**config.mk**
```make
export PLATFORM = sky130hd
export DESIGN_NAME = friction_circle_velocity_integrator
export DESIGN_NICKNAME = d
export VERILOG_FILES = /design/src/rtl/fcvi_pkg.sv /design/src/rtl/friction_circle_velocity_integrator.sv /design/src/rtl/fcvi_mul.sv
export VERILOG_INCLUDE_DIRS = /design/src /design/src/rtl
export SDC_FILE = /design/constraint.sdc
export NUM_CORES = 2
export LEC_CHECK = 0
export BUFFER_PORTS_ARGS = -buffer_cell sky130_fd_sc_hd__buf_2
export CORE_MARGIN = 4
export CORE_UTILIZATION = 30
export DETAILED_ROUTE_END_ITERATION = 8
export GPL_ROUTABILITY_DRIVEN = 1
export HOLD_SLACK_MARGIN = 0.02
export PLACE_DENSITY_LB_ADDON = 0.3
export SLEW_MARGIN = 10
export SYNTH_ARGS = -nofsm -noshare
export SYNTH_HDL_FRONTEND = slang
export SYNTH_HIERARCHICAL = 1
export SYNTH_SLANG_ARGS = --single-unit
```
**constraint.sdc**
```tcl
create_clock -name i_clk -period 8.6 [get_ports i_clk]
set_input_delay 0.43 -clock i_clk [delete_from_list [all_inputs] [get_ports i_clk]]
set_output_delay 0.43 -clock i_clk [all_outputs]
set_load 0.01 [all_outputs]
```
**src/rtl/friction_circle_velocity_integrator_macros.svh**
```systemverilog
// assertion macros for the velocity integrator
// used by the top level, no other dependencies
`ifndef FRICTION_CIRCLE_VELOCITY_INTEGRATOR_MACROS_SVH
`define FRICTION_CIRCLE_VELOCITY_INTEGRATOR_MACROS_SVH
`ifndef ASSERT_OFF
`define FCVI_ASSERT(lbl, clk, rst_n, prop, msg) \
    lbl: assert property (@(posedge clk) disable iff (!rst_n) prop) else $error(msg);
`define FCVI_ASSERT_ALWAYS(lbl, clk, prop, msg) \
    lbl: assert property (@(posedge clk) prop) else $error(msg);
`else
`define FCVI_ASSERT(lbl, clk, rst_n, prop, msg)
`define FCVI_ASSERT_ALWAYS(lbl, clk, prop, msg)
`endif
`endif

```
**src/rtl/fcvi_pkg.sv**
```systemverilog
// shared constants and types for the velocity integrator
// no dependencies
package fcvi_pkg;

    // fixed-point format of velocity, accelerations and distance
    localparam int FRAC_BITS = 16;
    // shift after a product with a Q0.24 factor and a Q(2F) square
    localparam int SH_SQ = 24 + FRAC_BITS;

    // register indexes on the configuration port
    localparam logic [2:0] CFG_NORMAL_LIMIT = 3'd0;
    localparam logic [2:0] CFG_ACCEL_LIMIT  = 3'd1;
    localparam logic [2:0] CFG_BRAKE_LIMIT  = 3'd2;
    localparam logic [2:0] CFG_DRAG         = 3'd3;
    localparam logic [2:0] CFG_SPEED_CEIL   = 3'd4;
    localparam logic [2:0] CFG_TIME_STEP    = 3'd5;

    // register reset values
    localparam logic [22:0] RST_NORMAL_LIMIT = 23'd524288;
    localparam logic [22:0] RST_ACCEL_LIMIT  = 23'd327680;
    localparam logic [23:0] RST_BRAKE_LIMIT  = 24'hFB0000;
    localparam logic [23:0] RST_DRAG         = 24'd16777;
    localparam logic [30:0] RST_SPEED_CEIL   = 31'd3276800;
    localparam logic [23:0] RST_TIME_STEP    = 24'd167772;

    // intermediate magnitude ceiling
    localparam logic [47:0] MAG_CAP = 48'hFFFF_FFFF_FFFF;

    // digit-serial multiplier geometry
    localparam int MUL_AW    = 64;
    localparam int MUL_BW    = 32;
    localparam int MUL_DW    = 4;
    localparam int MUL_PW    = MUL_AW + MUL_BW;
    localparam int MUL_STEPS = MUL_BW / MUL_DW;
    localparam int MUL_CW    = $clog2(MUL_STEPS);

    typedef struct packed {
        logic              start;
        logic [MUL_AW-1:0] a;
        logic [MUL_BW-1:0] b;
    } t_mul_req;

endpackage

```
**src/rtl/friction_circle_velocity_integrator.sv**
```systemverilog
// top level of the point-mass velocity integrator
// depends on fcvi_pkg, fcvi_mul and the assertion macro header
`include "friction_circle_velocity_integrator_macros.svh"

// One word in gives one result word out. Each word is worked on alone:
// the time goes to the shared digit-serial multiplier (nine products on
// a full step, four on one that hits the lateral limit) and, on a full
// step only, to the bit-serial square root and divider. The next word is
// taken once the previous result sits in the output register.
module friction_circle_velocity_integrator import fcvi_pkg::*; (
    input  logic               i_clk,
    input  logic               i_rst_n,
    input  logic               i_in_valid,
    output logic               o_in_ready,
    input  logic               i_op,
    input  logic signed [15:0] i_control_u,
    input  logic signed [31:0] i_path_curvature,
    output logic               o_out_valid,
    input  logic               i_out_ready,
    output logic signed [47:0] o_distance_out,
    output logic signed [31:0] o_velocity_out,
    output logic               o_lateral_limited,
    output logic               o_speed_clamped,
    input  logic               i_cfg_we,
    input  logic [2:0]         i_cfg_idx,
    input  logic [30:0]        i_cfg_data
);

    typedef enum logic [3:0] {
        S_IDLE, S_VSQ, S_DRAG, S_ANM, S_DD, S_AN2, S_AX2,
        S_SQRT, S_DIV, S_ROOT, S_RDT, S_DVM, S_FIN
    } t_state;

    t_state r_state;

    // configuration
    logic [22:0] r_nal, r_acc;
    logic [23:0] r_brk, r_drag_c, r_ts;
    logic [30:0] r_ceil;
    // state
    logic [47:0] r_dist;
    logic [31:0] r_vel;
    // per-word work registers
    logic        r_back, r_lat, r_wait;
    logic [15:0] r_u;
    logic [31:0] r_cmag, r_vmag, r_ddm, r_rem;
    logic [62:0] r_vsq;
    logic [61:0] r_sx;
    logic [46:0] r_atm;
    logic [22:0] r_anm, r_drem;
    logic [45:0] r_an2;
    logic [30:0] r_q, r_dq, r_f;
    logic [47:0] r_root, r_rdt, r_dvm;
    logic [4:0]  r_cnt;
    // output register
    logic        r_out_valid, r_o_lat, r_o_clamp;
    logic [47:0] r_o_dist;
    logic [31:0] r_o_vel;

    t_mul_req          w_req;
    logic              w_done;
    logic [MUL_PW-1:0] w_prod;
    logic              w_is_mul, w_accept, w_fin_go;
    logic [15:0]       w_umag;
    logic              w_upos;
    logic [47:0]       w_lim, w_at, w_atm;
    logic [34:0]       w_strial;
    logic              w_sok;
    logic [31:0]       w_srem;
    logic [30:0]       w_sq;
    logic [24:0]       w_dtrial;
    logic              w_dok;
    logic [47:0]       w_ndist;
    logic signed [49:0] w_nv;
    logic              w_above, w_below;
    logic [31:0]       w_vel_new;

    fcvi_mul u_mul (
        .i_clk   (i_clk),
        .i_rst_n (i_rst_n),
        .i_req   (w_req),
        .o_done  (w_done),
        .o_prod  (w_prod)
    );

    // handshake
    assign o_in_ready = (r_state == S_IDLE);
    assign w_accept   = i_in_valid && o_in_ready;
    assign w_fin_go   = (r_state == S_FIN) && (!r_out_valid || i_out_ready);

    assign w_umag = r_u[15] ? (16'd0 - r_u) : r_u;
    assign w_upos = !r_u[15] && (r_u != 16'd0);

    // multiplier operand select
    always_comb begin
        w_is_mul = 1'b1;
        w_req.a  = '0;
        w_req.b  = '0;
        unique case (r_state)
            S_VSQ:  begin w_req.a = {32'd0, r_vmag};  w_req.b = r_vmag; end
            S_DRAG: begin w_req.a = {1'd0, r_vsq};    w_req.b = {8'd0, r_drag_c}; end
            S_ANM:  begin w_req.a = {1'd0, r_vsq};    w_req.b = r_cmag; end
            S_DD:   begin w_req.a = {32'd0, r_vmag};  w_req.b = {8'd0, r_ts}; end
            S_AN2:  begin w_req.a = {41'd0, r_anm};   w_req.b = {9'd0, r_anm}; end
            S_AX2:  begin w_req.a = {41'd0, r_nal};   w_req.b = {9'd0, r_nal}; end
            S_ROOT: begin w_req.a = {17'd0, r_atm};   w_req.b = {1'b0, r_f}; end
            S_RDT:  begin w_req.a = {16'd0, r_root};  w_req.b = {8'd0, r_ts}; end
            S_DVM:  begin w_req.a = {16'd0, r_rdt};   w_req.b = {16'd0, w_umag}; end
            default: w_is_mul = 1'b0;
        endcase
        w_req.start = w_is_mul && !r_wait;
    end

    // tangential limit less drag, taken as a magnitude
    assign w_lim = w_upos ? {25'd0, r_acc} : {{24{r_brk[23]}}, r_brk};
    assign w_at  = w_lim - {2'd0, w_prod[SH_SQ+45:SH_SQ]};
    assign w_atm = w_at[47] ? (48'd0 - w_at) : w_at;

    // one square root bit per cycle
    assign w_strial = {1'b0, r_rem, r_sx[61:60]} - {2'd0, r_q, 2'b01};
    assign w_sok    = !w_strial[34];
    assign w_srem   = w_sok ? w_strial[31:0] : {r_rem[29:0], r_sx[61:60]};
    assign w_sq     = {r_q[29:0], w_sok};

    // one quotient bit per cycle
    assign w_dtrial = {1'b0, r_drem, r_dq[30]} - {2'd0, r_nal};
    assign w_dok    = !w_dtrial[24];

    // final update of distance and velocity
    assign w_ndist = (r_vel[31] ^ r_back) ? (r_dist - {16'd0, r_ddm})
                                          : (r_dist + {16'd0, r_ddm});
    assign w_nv = (r_u[15] ^ r_back)
                ? ($signed({{18{r_vel[31]}}, r_vel}) - $signed({2'd0, r_dvm}))
                : ($signed({{18{r_vel[31]}}, r_vel}) + $signed({2'd0, r_dvm}));
    assign w_above = w_nv > $signed({19'd0, r_ceil});
    assign w_below = w_nv[49] && !(&w_nv[48:31]);

    always_comb begin
        priority if (w_above) begin
            w_vel_new = {1'b0, r_ceil};
        end else if (w_below) begin
            w_vel_new = 32'h8000_0000;
        end else begin
            w_vel_new = w_nv[31:0];
        end
    end

    // configuration writes
    always_ff @(posedge i_clk) begin
        if (!i_rst_n) begin
            r_nal    <= RST_NORMAL_LIMIT;
            r_acc    <= RST_ACCEL_LIMIT;
            r_brk    <= RST_BRAKE_LIMIT;
            r_drag_c <= RST_DRAG;
            r_ceil   <= RST_SPEED_CEIL;
            r_ts     <= RST_TIME_STEP;
        end else if (i_cfg_we) begin
            unique case (i_cfg_idx)
                CFG_NORMAL_LIMIT: r_nal    <= i_cfg_data[22:0];
                CFG_ACCEL_LIMIT:  r_acc    <= i_cfg_data[22:0];
                CFG_BRAKE_LIMIT:  r_brk    <= i_cfg_data[23:0];
                CFG_DRAG:         r_drag_c <= i_cfg_data[23:0];
                CFG_SPEED_CEIL:   r_ceil   <= i_cfg_data;
                CFG_TIME_STEP:    r_ts     <= i_cfg_data[23:0];
                default: ;
            endcase
        end
    end

    // step sequencer, state and output register
    always_ff @(posedge i_clk) begin
        if (!i_rst_n) begin
            r_state     <= S_IDLE;
            r_wait      <= 1'b0;
            r_out_valid <= 1'b0;
            r_dist      <= '0;
            r_vel       <= '0;
            r_cnt       <= '0;
        end else begin
            if (r_out_valid && i_out_ready && !w_fin_go) begin
                r_out_valid <= 1'b0;
            end
            if (w_req.start) begin
                r_wait <= 1'b1;
            end else if (w_done) begin
                r_wait <= 1'b0;
            end
            unique case (r_state)
                S_IDLE: begin
                    if (w_accept) begin
                        r_back  <= i_op;
                        r_u     <= i_control_u;
                        r_cmag  <= i_path_curvature[31] ? (32'd0 - i_path_curvature)
                                                        : i_path_curvature;
                        r_vmag  <= r_vel[31] ? (32'd0 - r_vel) : r_vel;
                        r_state <= S_VSQ;
                    end
                end
                S_VSQ: begin
                    if (w_done) begin
                        r_vsq   <= w_prod[62:0];
                        r_state <= S_DRAG;
                    end
                end
                S_DRAG: begin
                    if (w_done) begin
                        r_atm   <= w_atm[46:0];
                        r_state <= S_ANM;
                    end
                end
                S_ANM: begin
                    if (w_done) begin
                        r_lat   <= w_prod[MUL_PW-1:SH_SQ] >= {33'd0, r_nal};
                        r_anm   <= w_prod[SH_SQ+22:SH_SQ];
                        r_state <= S_DD;
                    end
                end
                S_DD: begin
                    if (w_done) begin
                        r_ddm <= w_prod[55:24];
                        if (r_lat) begin
                            r_dvm   <= '0;
                            r_state <= S_FIN;
                        end else begin
                            r_state <= S_AN2;
                        end
                    end
                end
                S_AN2: begin
                    if (w_done) begin
                        r_an2   <= w_prod[45:0];
                        r_state <= S_AX2;
                    end
                end
                S_AX2: begin
                    if (w_done) begin
                        r_sx    <= {w_prod[45:0] - r_an2, 16'd0};
                        r_rem   <= '0;
                        r_q     <= '0;
                        r_cnt   <= '0;
                        r_state <= S_SQRT;
                    end
                end
                S_SQRT: begin
                    r_sx  <= {r_sx[59:0], 2'b00};
                    r_rem <= w_srem;
                    r_q   <= w_sq;
                    if (r_cnt == 5'd30) begin
                        // dividend is the root shifted up by 22
                        r_drem  <= w_sq[30:9];
                        r_dq    <= {w_sq[8:0], 22'd0};
                        r_f     <= '0;
                        r_cnt   <= '0;
                        r_state <= S_DIV;
                    end else begin
                        r_cnt <= r_cnt + 1'b1;
                    end
                end
                S_DIV: begin
                    r_drem <= w_dok ? w_dtrial[22:0] : {r_drem[21:0], r_dq[30]};
                    r_dq   <= {r_dq[29:0], 1'b0};
                    r_f    <= {r_f[29:0], w_dok};
                    r_cnt  <= r_cnt + 1'b1;
                    if (r_cnt == 5'd30) begin
                        r_state <= S_ROOT;
                    end
                end
                S_ROOT: begin
                    if (w_done) begin
                        r_root  <= (|w_prod[95:78]) ? MAG_CAP : w_prod[77:30];
                        r_state <= S_RDT;
                    end
                end
                S_RDT: begin
                    if (w_done) begin
                        r_rdt   <= (|w_prod[95:72]) ? MAG_CAP : w_prod[71:24];
                        r_state <= S_DVM;
                    end
                end
                S_DVM: begin
                    if (w_done) begin
                        r_dvm   <= (|w_prod[95:63]) ? MAG_CAP : w_prod[62:15];
                        r_state <= S_FIN;
                    end
                end
                S_FIN: begin
                    if (w_fin_go) begin
                        r_dist      <= w_ndist;
                        r_vel       <= w_vel_new;
                        r_o_dist    <= w_ndist;
                        r_o_vel     <= w_vel_new;
                        r_o_lat     <= r_lat;
                        r_o_clamp   <= w_above;
                        r_out_valid <= 1'b1;
                        r_state     <= S_IDLE;
                    end
                end
                default: r_state <= S_IDLE;
            endcase
        end
    end

    assign o_out_valid       = r_out_valid;
    assign o_distance_out    = r_o_dist;
    assign o_velocity_out    = r_o_vel;
    assign o_lateral_limited = r_o_lat;
    assign o_speed_clamped   = r_o_clamp;

    // checks on the sequencer
    `FCVI_ASSERT(a_accept_leaves_idle, i_clk, i_rst_n, w_accept |=> (r_state == S_VSQ), "accepted word did not start a step")
    `FCVI_ASSERT(a_done_in_mul_state, i_clk, i_rst_n, w_done |-> (w_is_mul && r_wait), "product finished outside a multiply state")
    `FCVI_ASSERT(a_fin_sets_valid, i_clk, i_rst_n, w_fin_go |=> (r_out_valid && r_state == S_IDLE), "finished step did not post a result")

endmodule

```
**src/rtl/fcvi_mul.sv**
```systemverilog
// digit-serial unsigned multiplier, four multiplier bits per cycle
// depends on fcvi_pkg
module fcvi_mul import fcvi_pkg::*; (
    input  logic              i_clk,
    input  logic              i_rst_n,
    input  t_mul_req          i_req,
    output logic              o_done,
    output logic [MUL_PW-1:0] o_prod
);

    logic [MUL_PW-1:0]        r_p;
    logic [MUL_AW-1:0]        r_a;
    logic                     r_busy;
    logic                     r_done;
    logic [MUL_CW-1:0]        r_cnt;
    logic [MUL_AW+MUL_DW-1:0] w_pp;
    logic [MUL_AW+MUL_DW-1:0] w_sum;
    logic [MUL_PW-1:0]        n_p;

    // partial product of one digit added to the upper half, then shift
    assign w_pp  = {{MUL_DW{1'b0}}, r_a} * {{MUL_AW{1'b0}}, r_p[MUL_DW-1:0]};
    assign w_sum = {{MUL_DW{1'b0}}, r_p[MUL_PW-1:MUL_BW]} + w_pp;
    assign n_p   = {w_sum, r_p[MUL_BW-1:MUL_DW]};

    // digit sequencer
    always_ff @(posedge i_clk) begin
        if (!i_rst_n) begin
            r_busy <= 1'b0;
            r_done <= 1'b0;
            r_cnt  <= '0;
        end else begin
            r_done <= 1'b0;
            if (i_req.start) begin
                r_p    <= {{MUL_AW{1'b0}}, i_req.b};
                r_a    <= i_req.a;
                r_busy <= 1'b1;
                r_cnt  <= '0;
            end else if (r_busy) begin
                r_p   <= n_p;
                r_cnt <= r_cnt + 1'b1;
                if (r_cnt == MUL_CW'(MUL_STEPS - 1)) begin
                    r_busy <= 1'b0;
                    r_done <= 1'b1;
                end
            end
        end
    end

    assign o_done = r_done;
    assign o_prod = r_p;

endmodule
```
# Yosys cells after proc, flatten, opt, wreduce, memory -nomap -nowiden
# Index checks and enable logic that the tools add are counted.
[op_classes]
n_addsub = 15
n_mul = 1
n_lt_le_gt_ge = 2
n_eq_ne = 33
muxes = 59
bitwise_logic = 4
reduce_logical = 54
[ops]
columns = ["cell", "n"]
rows = [
  ["95-bit case mux with 9 select lines", 1],
  ["48-bit two-way mux", 6],
  ["31-bit case mux with 2 select lines", 3],
  ["32-bit two-way mux", 5],
  ["31-bit two-way mux", 5],
  ["62-bit case mux with 2 select lines", 1],
  ["96-bit two-way mux", 1],
  ["48-bit case mux with 2 select lines", 1],
  ["64-bit by 68-bit adder with 68-bit output", 1],
  ["64-bit by 4-bit multiplier with 68-bit output", 1],
  ["32-bit case mux with 2 select lines", 1],
  ["1-bit by 32-bit subtractor with 32-bit output, first input constant", 2],
  ["62-bit two-way mux", 1],
  ["56-bit by 23-bit greater-or-equal comparator with 1-bit output", 1],
  ["4-bit two-way mux", 14],
  ["4-bit case mux with 13 select lines", 1],
  ["32-bit by 49-bit adder with 50-bit output", 1],
  ["50-bit by 32-bit > comparator with 1-bit output", 1],
  ["50-bit two-way mux", 1],
  ["32-bit by 49-bit subtractor with 50-bit output", 1],
  ["48-bit by 32-bit adder with 48-bit output", 1],
  ["48-bit by 32-bit subtractor with 48-bit output", 1],
  ["48-bit by 46-bit subtractor with 48-bit output", 1],
  ["47-bit two-way mux", 1],
  ["other kinds (44)", 115],
]
[word_totals]
reg_bits = 1134
output_inout_bits = 84
elab_cells = 211

# Depth between registers and ports, before layout
[depth]
word_depth = 8
mapped_depth = 33

# Cells and area by module
# The synthesis kept the hierarchy.
[by_module_without_submodules]
columns = ["module", "instances", "cells_per_inst", "area_per_inst_um2"]
rows = [
  ["friction_circle_velocity_integrator", 1, 5560, 54325.9],
  ["fcvi_mul", 1, 1686, 16484.6],
]

# Worst setup path before layout
# No wires, ideal clock.
[synth_path]
path_kind = "input-to-reg"
from = "input port i_rst_n"
to = "register r_vsq[0] (enable)"
setup_ns = 0.640
arrival_ns = 7.005
required_time_ns = 7.960
path_slack_ns = 0.956
path_stages = 4
n_path_buf = 2
path_cell_list = "clkbuf_1 clkbuf_1 nand2_1 nor4_1"
[synth_via]
elab_chain_cells = 1
[synth_rtl]
columns = ["element", "line", "rtl"]
rows = [
  ["start, declared", "friction_circle_velocity_integrator.sv:12", "input logic i_rst_n,"],
  ["3-bit AND reduction (no line)", "-", ""],
  ["end signal, assigned", "friction_circle_velocity_integrator.sv:201", "r_vsq <= w_prod[62:0];"],
  ["end, declared", "friction_circle_velocity_integrator.sv:47", "logic [62:0] r_vsq;"],
]
# Every way passes these cells.
# A chain may end at the register's enable or synchronous reset.

# Worst setup path in the final report
[layout_path]
from = "register r_dvm[15]"
to = "register r_vel[2]"
[layout_via]
elab_chain_cells = 7
word_cells_on_any_way = 9
classes_between = "add/sub: 2; order compare: 1; mux: 3; reduce/logical: 3"
[layout_rtl]
columns = ["element", "line", "rtl"]
rows = [
  ["start, declared", "friction_circle_velocity_integrator.sv:53", "logic [47:0] r_root, r_rdt, r_dvm;"],
  ["start signal, assigned", "friction_circle_velocity_integrator.sv:282", "r_dvm <= (|w_prod[95:63]) ? MAG_CAP : w_prod[62:15];"],
  ["32-bit by 49-bit adder with 50-bit output or 32-bit by 49-bit subtractor with 50-bit output (tied branches)", "friction_circle_velocity_integrator.sv:134, friction_circle_velocity_integrator.sv:133", ""],
  ["50-bit two-way mux (*)", "friction_circle_velocity_integrator.sv:133", "? ($signed({{18{r_vel[31]}}, r_vel}) - $signed({2'd0, r_dvm}))"],
  ["branches (longest 4 deep; another with 50-bit by 32-bit > comparator with 1-bit output)", "-", ""],
  ["32-bit two-way mux (*)", "friction_circle_velocity_integrator.sv:139", "priority if (w_above) begin"],
  ["via w_vel_new[2]", "friction_circle_velocity_integrator.sv:76", "logic [31:0] w_vel_new;"],
  ["end signal, assigned", "friction_circle_velocity_integrator.sv:289", "r_vel <= w_vel_new;"],
  ["end, declared", "friction_circle_velocity_integrator.sv:42", "logic [31:0] r_vel;"],
]
# Mark *: on every way through the listed nets, which the timed path passes.

==> results.toml <==
[power]
power_leakage_nw = 31.8
switching_power_mw = 14.8
finalPower_mw = 32.4
pwr-share-seq_pct = 23.2
p_int_mw = 17.5
combPwrFrac_pct = 58.0
sw_frac_of_total_pct = 45.8
vdd_drop_max_mv = 0.305
cellPowerDensity_mw_per_mm2 = 400
clkPwrFrac_pct = 18.8

[setup_path]
slowest_delay_ns = 0.62
arrival_ns = 8.50
crit_type = "register to register"
critical_path.endpoint_type = "register"
startpoint_type = "register"
worstPathRequired_ns = 9.32
cp_slowest_cell = "or4_1"
cp_max_fo = 31

[drt]
antenna_left = 0
drt_iter0_drc = 5637
drc_errors = 2
wire_per_inst_um = 22.2
routed_wirelength_um = 238000
firstDrtPassIters = 9
vias_per_cell = 5.22
num_vias = 55764

[die]
initial_utilization_pct = 30.1
die_area_mm2 = 0.244
row_count = 178
die_h_um = 494
pin_count = 172
placeableCoreArea_mm2 = 0.235
die-width_um = 494

[timing]
fmaxAchievable_mhz = 128
report.final.slew_viol_count = 0
fin_ws_ns = 0.816
rsz0062_at_grt = "false"
setup_viol = 0
period_needed_ns = 7.78
worst_clock_skew_ns = 0.0340
fin_crit_sh_pct = 90.5
worst_slew_pin_slew_ns = 1.26
final.setup.tns_ns = 0
hold_viol = 0
slew_headroom_pct = 15.6

[synth]
synthCells = 7246
synth-seq-area-share_pct = 43.0
yosysWarnings = 6
syn_avg_cell_area_um2 = 9.77
syn-cell-area_mm2 = 0.0708
yosys_register_bits = 1096
synth_cell_types = 111
syn-num-nets = 7909
synth_edf_count = 851
ys.flop_type = "edfxtp_1"
synthArstFlopShare_pct = 0

[finish]
layout-drive-gt1-share_pct = 8.91
register_area_mm2 = 0.0305
final_cell_area_mm2 = 0.0810
area_growth_pct = 14.4
final.fill_count = 23700
multi_input_area_mm2 = 0.0371
finalNetCount = 8082

[clocking]
cts_setup_buffers = 0
cts_buffers = 134
clk_latency_ns = 0.79
cts_max_level = 4
clk_root_buffer_cell = "clkbuf_16"
cts_tree = "yes"
clkSinkCount = 1096
path_clk_slew_ns = 0.06
clockBufferDepth = 3

[placement]
dp_hpwl_um = 175000
place_ws_ns = 0.818
place_congestion = 0.896
placed_area_mm2 = 0.0754
portBuffers = 171

[global_routing]
grtUsageTotal_pct = 18.9
antenna_found_initial = 24
first_global_vias = 54138
globalRouteOverflowTotal = 0
grt_first_pass_wirelength_um = 352000
grt_max_degree = 92

[hold_path]
hold_class = "input pin to register"

[run_status]
violations = "DRC"
status = "finished with violations"

[run]
maxCapViolations = 0
-- worst max-delay path, delay by kind of cell (launching register included) --
family          cells  cell delay [ns]
flops               1             0.43
simple gates       14             3.72
buf+inv             2             0.42
compound gates     10             1.94
fa+ha+maj           2             0.77
xor+xnor            2             0.38
-- worst paths after layout --
check	start	end	slack, ns	cells after the start
hold / removal	i_path_curvature[1]	r_cmag[3]	0.08	3
setup / recovery	r_dvm[15]	r_vel[2]	0.82	30
setup reg to reg	r_dvm[15]	r_vel[2]	0.82	30
hold reg to reg	u_mul/o_prod[45]	r_ddm[21]	0.45	0
-- cells by family (layout without fill, tap and decap cells) --
| family | Yosys count | after routing | synth area share [%] |
|---|---|---|---|
| xor+xnor | 435 | 435 | 5.38 |
| other cells | 1 | 12 | 0.00530 |
| flops | 1096 | 1096 | 43.0 |
| buf+inv | 924 | 1206 | 4.94 |
| compound gates | 1755 | 1755 | 16.8 |
| mux | 106 | 106 | 1.62 |
| fa+ha+maj | 575 | 575 | 12.2 |
| simple gates | 2354 | 2354 | 16.0 |
-- layer usage --
metal  part of all wire, %  track usage (%)  routed length (um)
met5                 0.014                0                  34
met4                   3.7             6.73                8890
met3                   6.7             2.99               15900
met2                    45             30.0              107000
met1                    45             26.2              106000
-- cell usage in the layout (no fill, tap or decap), drive strengths merged, types with 81 or more instances in the layout --
master,count
inv,611
buf,275
nor3,102
clkbuf,160
and2,329
nand2,826
fa,192
a22oi,100
xnor2,296
a21oi,425
edfxtp,851
nor2,503
nand3,152
dlygate4sd3,81
dfxtp,245
nand2b,97
ha,383
o21ai,316
xor2,139
a21boi,180
a21o,166
-- synthesized netlist by cell type, types with 45 or more instances --
master	number	area, um^2
xnor2_1	296	2590
a21oi_1	424	2120
a22oi_1	100	751
clkbuf_1	286	1070
a222oi_1	56	561
nor2b_1	49	307
nand3_1	151	756
o21ai_0	300	1500
nor3_1	99	495
a22o_1	45	394
nand2b_1	97	607
a211oi_1	47	353
o21bai_1	60	450
dfxtp_1	245	4900
mux2_2	66	743
xor2_1	139	1220
nand2_1	826	3100
o31ai_1	53	398
nand4_1	63	394
edfxtp_1	851	25600
ha_1	383	4790
a21o_1	165	1240
or3_1	45	282
and2_1	329	2060
nor2_1	502	1880
a21boi_0	179	1340
fa_1	192	3840
inv_1	604	2270
-- per-stage QoR --
| stage | utilization, % | hold WS [ns] | cells |
|---|---|---|---|
| floorplan | - | 0.435 | 7246 |
| detailed placement | 32.1 | 0.445 | 10352 |
| global route | 34.5 | 0.0648 | 10681 |
| global placement | 32.1 | 0.441 | 10352 |
| CTS | 34.5 | 0.0215 | 10678 |
| finish | 34.5 | 0.0815 | 10689 |
-- cell type report --
type	instances	area share [%]
Timing Repair Buffer	356	3.03
Antenna cell	11	0.0340
Tap cell	3150	4.87
Sequential cell	1096	37.6
Clock inverter	85	1.47
Clock buffer	160	4.39
Inverter	605	2.81
Multi-Input combinational cell	5226	45.8
-- flip-flops by register name, indices dropped and copies added (netlist names), 46 cells and up --
signal / cells
u_mul/o_prod: 96
u_mul/r_a: 64
r_vsq: 63
o_distance_out: 48
r_dist: 48
r_dvm: 48
r_rdt: 48
r_root: 48
r_atm: 47
r_an2: 46
r_sx: 46
-- what timing repair did --
action                     in CTS  in global routing
setup endpoints to repair       0                  0
gates resized for setup         0                  0
hold endpoints to repair      170                  0
hold buffers                   81                  0
-- power groups by stage --
stage	registers (mW)	logic (mW)	clock network [mW]
floorplan	7.32	13.4	0
global placement	7.61	18.4	0
detailed placement	7.61	18.5	0
CTS	7.50	18.6	6.21
global route	7.53	20.9	6.42
finish	7.51	18.8	6.09
(Power assumes the default switching activity.)
